--- src/sv/ilr_pkg.sv ---
// Shared types, codes and widths of the ILOC line recognizer.
// Used by the step logic, the top level and the port checker; depends on nothing.
`default_nettype none

package ilr_pkg;

    localparam int VALUE_BITS = 32;
    localparam int LINE_BITS  = 20;
    localparam int REG_BITS   = VALUE_BITS - 1;
    localparam int COUNT_BITS = 20;

    localparam int IN_DATA_BITS  = ((REG_BITS + LINE_BITS + 7) / 8) * 8;
    localparam int IN_USER_BITS  = 7;
    localparam int OUT_DATA_BITS =
        ((LINE_BITS + 4 + 3 * VALUE_BITS + COUNT_BITS + REG_BITS + 7) / 8) * 8;

    localparam logic [COUNT_BITS-1:0] COUNT_MAX = '1;

    // token categories
    localparam logic [3:0] CAT_MEMOP    = 4'd0;
    localparam logic [3:0] CAT_LOADI    = 4'd1;
    localparam logic [3:0] CAT_ARITH    = 4'd2;
    localparam logic [3:0] CAT_OUTPUT   = 4'd3;
    localparam logic [3:0] CAT_NOP      = 4'd4;
    localparam logic [3:0] CAT_CONST    = 4'd5;
    localparam logic [3:0] CAT_REGISTER = 4'd6;
    localparam logic [3:0] CAT_COMMA    = 4'd7;
    localparam logic [3:0] CAT_ARROW    = 4'd8;
    localparam logic [3:0] CAT_EOF      = 4'd9;
    localparam logic [3:0] CAT_NEWLINE  = 4'd10;

    localparam logic [2:0] VAR_LOAD   = 3'd0;
    localparam logic [2:0] VAR_RSHIFT = 3'd4;

    // operation codes
    localparam logic [3:0] OP_LOAD   = 4'd0;
    localparam logic [3:0] OP_STORE  = 4'd1;
    localparam logic [3:0] OP_LOADI  = 4'd2;
    localparam logic [3:0] OP_ADD    = 4'd3;
    localparam logic [3:0] OP_RSHIFT = 4'd7;
    localparam logic [3:0] OP_OUTPUT = 4'd8;
    localparam logic [3:0] OP_NOP    = 4'd9;

    // record kinds
    localparam logic [1:0] KIND_INSTR   = 2'd0;
    localparam logic [1:0] KIND_END_OK  = 2'd1;
    localparam logic [1:0] KIND_END_ERR = 2'd2;

    // grammar positions
    localparam logic [3:0] P_START    = 4'd0;
    localparam logic [3:0] P_MEM_R1   = 4'd1;
    localparam logic [3:0] P_LDI_C    = 4'd2;
    localparam logic [3:0] P_AR_R1    = 4'd3;
    localparam logic [3:0] P_AR_COMMA = 4'd4;
    localparam logic [3:0] P_AR_R2    = 4'd5;
    localparam logic [3:0] P_ARROW    = 4'd6;
    localparam logic [3:0] P_DEST     = 4'd7;
    localparam logic [3:0] P_OUT_C    = 4'd8;
    localparam logic [3:0] P_END      = 4'd9;

    typedef struct packed {
        logic [3:0]                   pos;
        logic [3:0]                   opc;
        logic signed [VALUE_BITS-1:0] first;
        logic signed [VALUE_BITS-1:0] second;
        logic signed [VALUE_BITS-1:0] third;
        logic [LINE_BITS-1:0]         line;
        logic [COUNT_BITS-1:0]        count;
        logic [REG_BITS-1:0]          max_reg;
        logic                         ok;
    } st_t;

    localparam st_t ST_RESET = '{ok: 1'b1, default: '0};

    typedef struct packed {
        logic [1:0]                   kind;
        logic [LINE_BITS-1:0]         line;
        logic [3:0]                   opc;
        logic signed [VALUE_BITS-1:0] op_one;
        logic signed [VALUE_BITS-1:0] op_two;
        logic signed [VALUE_BITS-1:0] op_three;
        logic [COUNT_BITS-1:0]        total;
        logic [REG_BITS-1:0]          largest;
        logic                         last;
    } rec_t;

endpackage

`default_nettype wire

--- src/sv/ilr_step.sv ---
// Next-state and record logic for one token of the ILOC line recognizer.
// Depends on ilr_pkg.
`default_nettype none

module ilr_step
    import ilr_pkg::*;
(
    input  st_t                  st,
    input  logic [3:0]           token_category,
    input  logic [2:0]           token_variant,
    input  logic [REG_BITS-1:0]  token_value,
    input  logic [LINE_BITS-1:0] token_line,
    output st_t                  nxt,
    output rec_t                 rec0,
    output rec_t                 rec1,
    output logic [1:0]           num
);

    logic [3:0]            pos;
    logic [VALUE_BITS-1:0] val_ext;
    logic                  tok_ok;
    logic                  emit_inst;
    logic                  emit_end;
    logic [REG_BITS-1:0]   m;
    st_t                   nx;
    rec_t                  instr;
    rec_t                  endr;

    always_comb
    begin
        pos       = (st.pos > P_END) ? P_START : st.pos;
        val_ext   = {1'b0, token_value};
        nx        = st;
        tok_ok    = 1'b1;
        emit_inst = 1'b0;
        emit_end  = 1'b0;
        m         = st.max_reg;
        instr     = '0;
        endr      = '0;

        if (pos == P_START)
        begin
            nx.line = token_line;
            unique case (token_category)
                CAT_MEMOP:
                begin
                    nx.opc = (token_variant == VAR_LOAD) ? OP_LOAD : OP_STORE;
                    nx.pos = P_MEM_R1;
                end
                CAT_LOADI:
                begin
                    nx.opc = OP_LOADI;
                    nx.pos = P_LDI_C;
                end
                CAT_ARITH:
                begin
                    nx.opc = (token_variant > VAR_RSHIFT) ? OP_RSHIFT
                                                          : OP_ADD + {1'b0, token_variant};
                    nx.pos = P_AR_R1;
                end
                CAT_OUTPUT:
                begin
                    nx.opc = OP_OUTPUT;
                    nx.pos = P_OUT_C;
                end
                CAT_NOP:
                begin
                    nx.opc    = OP_NOP;
                    nx.first  = '1;
                    nx.second = '1;
                    nx.third  = '1;
                    nx.pos    = P_END;
                end
                CAT_EOF:     emit_end = 1'b1;
                CAT_NEWLINE: nx.pos = P_START;
                default:     tok_ok = 1'b0;
            endcase
        end
        else
        begin
            tok_ok = 1'b0;
            unique case (pos)
                P_MEM_R1, P_LDI_C:
                begin
                    if (token_category == ((pos == P_MEM_R1) ? CAT_REGISTER : CAT_CONST))
                    begin
                        nx.first  = val_ext;
                        nx.second = '1;
                        nx.pos    = P_ARROW;
                        tok_ok    = 1'b1;
                    end
                end
                P_AR_R1:
                begin
                    if (token_category == CAT_REGISTER)
                    begin
                        nx.first = val_ext;
                        nx.pos   = P_AR_COMMA;
                        tok_ok   = 1'b1;
                    end
                end
                P_AR_COMMA:
                begin
                    if (token_category == CAT_COMMA)
                    begin
                        nx.pos = P_AR_R2;
                        tok_ok = 1'b1;
                    end
                end
                P_AR_R2:
                begin
                    if (token_category == CAT_REGISTER)
                    begin
                        nx.second = val_ext;
                        nx.pos    = P_ARROW;
                        tok_ok    = 1'b1;
                    end
                end
                P_ARROW:
                begin
                    if (token_category == CAT_ARROW)
                    begin
                        nx.pos = P_DEST;
                        tok_ok = 1'b1;
                    end
                end
                P_DEST:
                begin
                    if (token_category == CAT_REGISTER)
                    begin
                        nx.third = val_ext;
                        nx.pos   = P_END;
                        tok_ok   = 1'b1;
                    end
                end
                P_OUT_C:
                begin
                    if (token_category == CAT_CONST)
                    begin
                        nx.first  = val_ext;
                        nx.second = '1;
                        nx.third  = '1;
                        nx.pos    = P_END;
                        tok_ok    = 1'b1;
                    end
                end
                default:
                begin
                    if (token_category == CAT_EOF || token_category == CAT_NEWLINE)
                    begin
                        tok_ok    = 1'b1;
                        emit_inst = 1'b1;
                        if (st.count != COUNT_MAX)
                            nx.count = st.count + 1'b1;
                        if (st.opc == OP_LOADI)
                        begin
                            if (!st.third[VALUE_BITS-1] && st.third[REG_BITS-1:0] > m)
                                m = st.third[REG_BITS-1:0];
                        end
                        else if (st.opc < OP_OUTPUT)
                        begin
                            if (!st.first[VALUE_BITS-1] && st.first[REG_BITS-1:0] > m)
                                m = st.first[REG_BITS-1:0];
                            if (!st.second[VALUE_BITS-1] && st.second[REG_BITS-1:0] > m)
                                m = st.second[REG_BITS-1:0];
                            if (!st.third[VALUE_BITS-1] && st.third[REG_BITS-1:0] > m)
                                m = st.third[REG_BITS-1:0];
                        end
                        nx.max_reg     = m;
                        instr.kind     = KIND_INSTR;
                        instr.line     = st.line;
                        instr.opc      = st.opc;
                        instr.op_one   = st.first;
                        instr.op_two   = st.second;
                        instr.op_three = st.third;
                        instr.total    = nx.count;
                        instr.largest  = m;
                        nx.pos         = P_START;
                        emit_end       = (token_category == CAT_EOF);
                    end
                end
            endcase
        end

        if (!tok_ok)
        begin
            nx.ok  = 1'b0;
            nx.pos = P_START;
            if (token_category == CAT_EOF)
                emit_end = 1'b1;
        end

        if (emit_end)
        begin
            endr.kind     = nx.ok ? KIND_END_OK : KIND_END_ERR;
            endr.op_one   = '1;
            endr.op_two   = '1;
            endr.op_three = '1;
            endr.total    = nx.count;
            endr.largest  = nx.max_reg;
            endr.last     = 1'b1;
            nx            = ST_RESET;
        end

        instr.last = !emit_end;
        nxt  = nx;
        rec0 = emit_inst ? instr : endr;
        rec1 = endr;
        num  = {1'b0, emit_inst} + {1'b0, emit_end};
    end

endmodule

`default_nettype wire

--- src/sv/iloc_line_recognizer_unit.sv ---
// Top level of the ILOC line recognizer: token stream in, instruction records out.
// Depends on ilr_pkg and ilr_step.
`default_nettype none

// The unit takes one scanner token per cycle and updates its grammar state in the
// same cycle; each token yields zero, one or two records (instruction, end of file,
// or both), written into a three-entry output queue. A token is taken whenever at
// most one record is waiting, so with a ready consumer the rate is one token per
// clock; a line ended by end of file leaves the consumer a second record to drain.
// Records are registered in the queue before they reach the output.
// After each end record all counters and flags return to their reset values.

module iloc_line_recognizer_unit
    import ilr_pkg::*;
(
    input  logic                     clk,
    input  logic                     rst_n,
    input  logic                     s_axis_tvalid,
    output logic                     s_axis_tready,
    // token_value, token_line, zero fill
    input  logic [IN_DATA_BITS-1:0]  s_axis_tdata,
    // token_category, token_variant
    input  logic [IN_USER_BITS-1:0]  s_axis_tuser,
    output logic                     m_axis_tvalid,
    input  logic                     m_axis_tready,
    // record_line, operation_code, operand_one, operand_two, operand_three,
    // operation_total, largest_register, zero fill
    output logic [OUT_DATA_BITS-1:0] m_axis_tdata,
    // record_kind
    output logic [1:0]               m_axis_tuser,
    output logic                     m_axis_tlast
);

    st_t        st_reg;
    st_t        st_next;
    rec_t       rec0;
    rec_t       rec1;
    logic [1:0] num;
    rec_t       q_reg [3];
    rec_t       q_next [3];
    rec_t       sh [3];
    logic [1:0] cnt_reg;
    logic [1:0] cnt_next;
    logic [1:0] cnt_after;
    logic       accept;
    logic       pop;

    ilr_step u_step (
        .st             (st_reg),
        .token_category (s_axis_tuser[3:0]),
        .token_variant  (s_axis_tuser[6:4]),
        .token_value    (s_axis_tdata[REG_BITS-1:0]),
        .token_line     (s_axis_tdata[REG_BITS+LINE_BITS-1:REG_BITS]),
        .nxt            (st_next),
        .rec0           (rec0),
        .rec1           (rec1),
        .num            (num)
    );

    assign s_axis_tready = (cnt_reg <= 2'd1);
    assign accept        = s_axis_tvalid && s_axis_tready;
    assign pop           = (cnt_reg != 2'd0) && m_axis_tready;

    always_comb
    begin
        sh[0]     = pop ? q_reg[1] : q_reg[0];
        sh[1]     = pop ? q_reg[2] : q_reg[1];
        sh[2]     = q_reg[2];
        cnt_after = cnt_reg - {1'b0, pop};
        cnt_next  = cnt_after + (accept ? num : 2'd0);
        for (int i = 0; i < 3; i++)
        begin
            if (2'(i) < cnt_after)
                q_next[i] = sh[i];
            else if (2'(i) == cnt_after)
                q_next[i] = rec0;
            else
                q_next[i] = rec1;
        end
    end

    always_ff @(posedge clk or negedge rst_n)
    begin
        if (!rst_n)
        begin
            st_reg  <= ST_RESET;
            cnt_reg <= 2'd0;
        end
        else
        begin
            if (accept)
                st_reg <= st_next;
            cnt_reg <= cnt_next;
        end
    end

    always_ff @(posedge clk)
    begin
        for (int i = 0; i < 3; i++)
            q_reg[i] <= q_next[i];
    end

    assign m_axis_tvalid = (cnt_reg != 2'd0);
    assign m_axis_tuser  = q_reg[0].kind;
    assign m_axis_tlast  = q_reg[0].last;
    assign m_axis_tdata  = OUT_DATA_BITS'({q_reg[0].largest, q_reg[0].total,
                                           q_reg[0].op_three, q_reg[0].op_two,
                                           q_reg[0].op_one, q_reg[0].opc,
                                           q_reg[0].line});

endmodule

`default_nettype wire

--- config.mk ---
export PLATFORM = sky130hd
export DESIGN_NAME = iloc_line_recognizer_unit
export DESIGN_NICKNAME = d
export VERILOG_FILES = /design/src/sv/ilr_pkg.sv /design/src/sv/ilr_step.sv /design/src/sv/iloc_line_recognizer_unit.sv
export SDC_FILE = /design/constraint.sdc
export NUM_CORES = 2
export LEC_CHECK = 0
export BUFFER_PORTS_ARGS = -buffer_cell sky130_fd_sc_hd__buf_4
export CAP_MARGIN = 20
export CORE_MARGIN = 5
export CORE_UTILIZATION = 63
export CTS_BUF_LIST = sky130_fd_sc_hd__clkbuf_4 sky130_fd_sc_hd__clkbuf_8
export CTS_CLUSTER_SIZE = 30
export DETAILED_ROUTE_END_ITERATION = 10
export GPL_ROUTABILITY_DRIVEN = 1
export HOLD_SLACK_MARGIN = 0.12
export PLACE_DENSITY_LB_ADDON = 0.05
export SLEW_MARGIN = 20
export SYNTH_ARGS = -nofsm -noshare
export SYNTH_HDL_FRONTEND = slang
export SYNTH_SLANG_ARGS = --single-unit
--- constraint.sdc ---
create_clock -name clk -period 9.6 [get_ports clk]
set_input_delay 1.92 -clock clk [delete_from_list [all_inputs] [get_ports clk]]
set_output_delay 1.92 -clock clk [all_outputs]
set_load 0.005 [all_outputs]
==> flow_summary.toml <==
[worst_setup_path]
crit_fanout = 25
critPathCapture = "q_reg[0][186]"
crit_start = "st_reg[26]"
crit_path_start_kind = "register"
crit_path_top_delay_cell = "a21oi_4"
worstPathBufferInverterCount = 6
crit_top_cell = "buf_4"
r2r_cells = 29
r2r-end = "q_reg[0][186]"
worst_setup_path_end_kind = "register"
slowest_delay_ns = 0.67
critical_path_required_ns = 10.16
crit_arrival_ns = 9.53
r2r-start = "st_reg[26]"
cp.depth = 29
criticalPathCategory = "reg -> reg"
reg2reg_slack_ns = 0.63
crit_family = "simple AND/OR/NAND/NOR gates"

[cells_and_area]
stdcell_count = 4550
final_common_cell = "edfxtp_1"
largest_reg_flops = 522
ff_latch_area_sq_mm = 0.02013
final_util = 0.6963
multi_input_area_sq_mm = 0.01493
areaGrowthSynthToFinish_pct = 9.593
final_cell_area_sq_mm = 0.04109
nets = 3872
fillers = 4417
layout_common_cells = "edfxtp_1 (522), nand2_1 (520), o21ai_0 (500), a21oi_1 (349), buf_4 (315)"
drive_gt1_frac = 0.1629

[clock_tree]
ctsResizeCount = 0
cts_tree = "done"
clkLatencyLatePin_ns = 0.76
cts_max_path_buffers = 3
cts_root_buf = "clkbuf_8"
cts_setup_buffers = 0
path_clk_slew_ns = 0.06
cts_htree_levels = 3
cts_sinks = 700
cts_buffers = 112
hold_buffers = 0

[synth]
synth_fa_ha_area_frac = 0.04365
yosys.area_share.xor_xnor = 0.003737
ys_warn_count = 0
synth_edf_count = 522
ys_types = 76
synth_area_per_cell_sq_um = 10.15
synth_flop_cell = "edfxtp_1"
synth.area.mux_share = 0.004938
synth_compound_area_frac = 0.2338
synth_top_family_by_area = "compound AO/OA/AOI/OAI gates"
synth_area_leaders = "edfxtp_1 (42%), dfrtp_1 (12%), o21ai_0 (6.7%)"
synth_area_sq_mm = 0.03750
yosys.area.top_type_share = 0.4180
synth.largest_area_cell = "edfxtp_1"
synth_seq_cells = 700
synth_simple_gate_area_frac = 0.1061
async_flop_share = 0.2543
synth_cells = 3695
ys_seq_area_frac = 0.5369

[power_and_ir_drop]
p_per_area_mw_per_mm2 = 375.4
power_leakage_nw = 16.62
power_mw = 15.43
vdd_drop_max_mv = 0.3033

[place]
port-buffer-count = 237
pre_cts_ws_ns = 0.8123
placed_cells = 4334
gp_congestion = 0.9728
place_hpwl_mm = 74.67
placed_area_sq_mm = 0.03872

[floorplanning]
initial_core_util = 0.6353
coreArea_sq_mm = 0.05902
die_w_um = 254.0
pin_count = 248
die-area_sq_mm = 0.06450
rows = 89
die_y_um = 254.0

[routing]
first_pass_iters = 8
viasPerCell = 6.651
drt_iter0_drc = 3618
route.antenna.remaining_nets = 0
vias = 30260
wire_per_inst_um = 24.85
drc_errors = 0
routed_wl_mm = 113.0

[global_route]
grt_max_degree = 117
grt_usage = 0.3383
grt_pass1_wl_mm = 170.1
grt_pass1_vias = 28914
grt_overflow = 0
grt_antenna_before_repair = 2

[timing]
drv_slew = 0
setup_violations = 0
timing.final.ws_setup_ns = 0.6292
worstMarginPinSlew_ns = 1.088
finalCriticalPeriod_ns = 8.971
report.final.hold_viol_count = 0
clock_skew_ns = 0.05960
grt_setup_unrepaired = "false"
fin_tns_setup_ns = 0
hold_ws_ns = 0.5017
period_share = 0.9345
clock.fmax_ghz = 0.1115
slew_headroom = 0.2718

[worst_hold_path]
hp-class = "reg -> reg"

[run]
drv_cap = 0

[status]
status = "complete, no violations"
## cell usage after synthesis (22+ instances only)
library cell  count
a22oi_1          22
nor3_1           39
dfrtp_1         177
a31o_2           23
clkbuf_1        258
o31ai_1          94
nor2_1          155
inv_1            58
a211oi_1         51
a21o_1          110
nand4_1          26
o21ai_1          31
buf_4           179
nand3_1          56
edfxtp_1        522
a221oi_1         39
o21ai_0         503
and2_1           53
a22o_1           54
nand2_1         527
ha_1            130
a21oi_1         351
## per-layer routing
metal	GRT usage	part of all wire	vias to the layer above
li1	-	-	13474
met1	0.4564	0.39	14735
met2	0.5567	0.48	1728
met3	0.04779	0.083	321
met4	0.1428	0.042	2
met5	0	0.00011	-
## worst min-delay path, stage by stage, from the launching register on
cell and delay, ns:
edfxtp_1 0.33, nand2_1 0.04, o21ai_0 0.06
## final cells by class
type | instances | share of cell area
sequential | 700 | 0.4899
tap | 773 | 0.02354
inverter | 60 | 0.005541
timing repair buffer | 321 | 0.06022
multi-input combinational | 2480 | 0.3634
clock buffer | 166 | 0.04996
antenna | 2 | 0.0001218
clock inverter | 48 | 0.007368
## report_power, final
group	switching, mW	total, mW	internal (mW)
registers	1.09	6.26	5.17
clock network	1.24	2.63	1.39
logic	4.39	6.53	2.15
## worst min path at each step
| stage | from | endpoint | slack, ns | cells past startpoint |
|---|---|---|---|---|
| finish | q_reg[0][385] | q_reg[0][211] | 0.50 | 2 |
| global route | q_reg[0][385] | q_reg[0][211] | 0.53 | 2 |
| CTS | q_reg[0][385] | q_reg[0][211] | 0.50 | 2 |
| detailed placement | st_reg[0] | st_reg[0] | 0.50 | 2 |
| global placement | st_reg[0] | st_reg[0] | 0.49 | 2 |
| floorplan | st_reg[0] | st_reg[0] | 0.48 | 2 |
## cell families (layout without fill, tap and decap cells)
group,Yosys count,in the layout
compound gates,1392,1392
mux,18,18
xor+xnor,16,16
other cells,1,7
flops,700,700
buf+inv,519,595
fa+ha+maj,131,131
simple gates,918,918
Note: power is estimated with default switching activity, not from simulation.
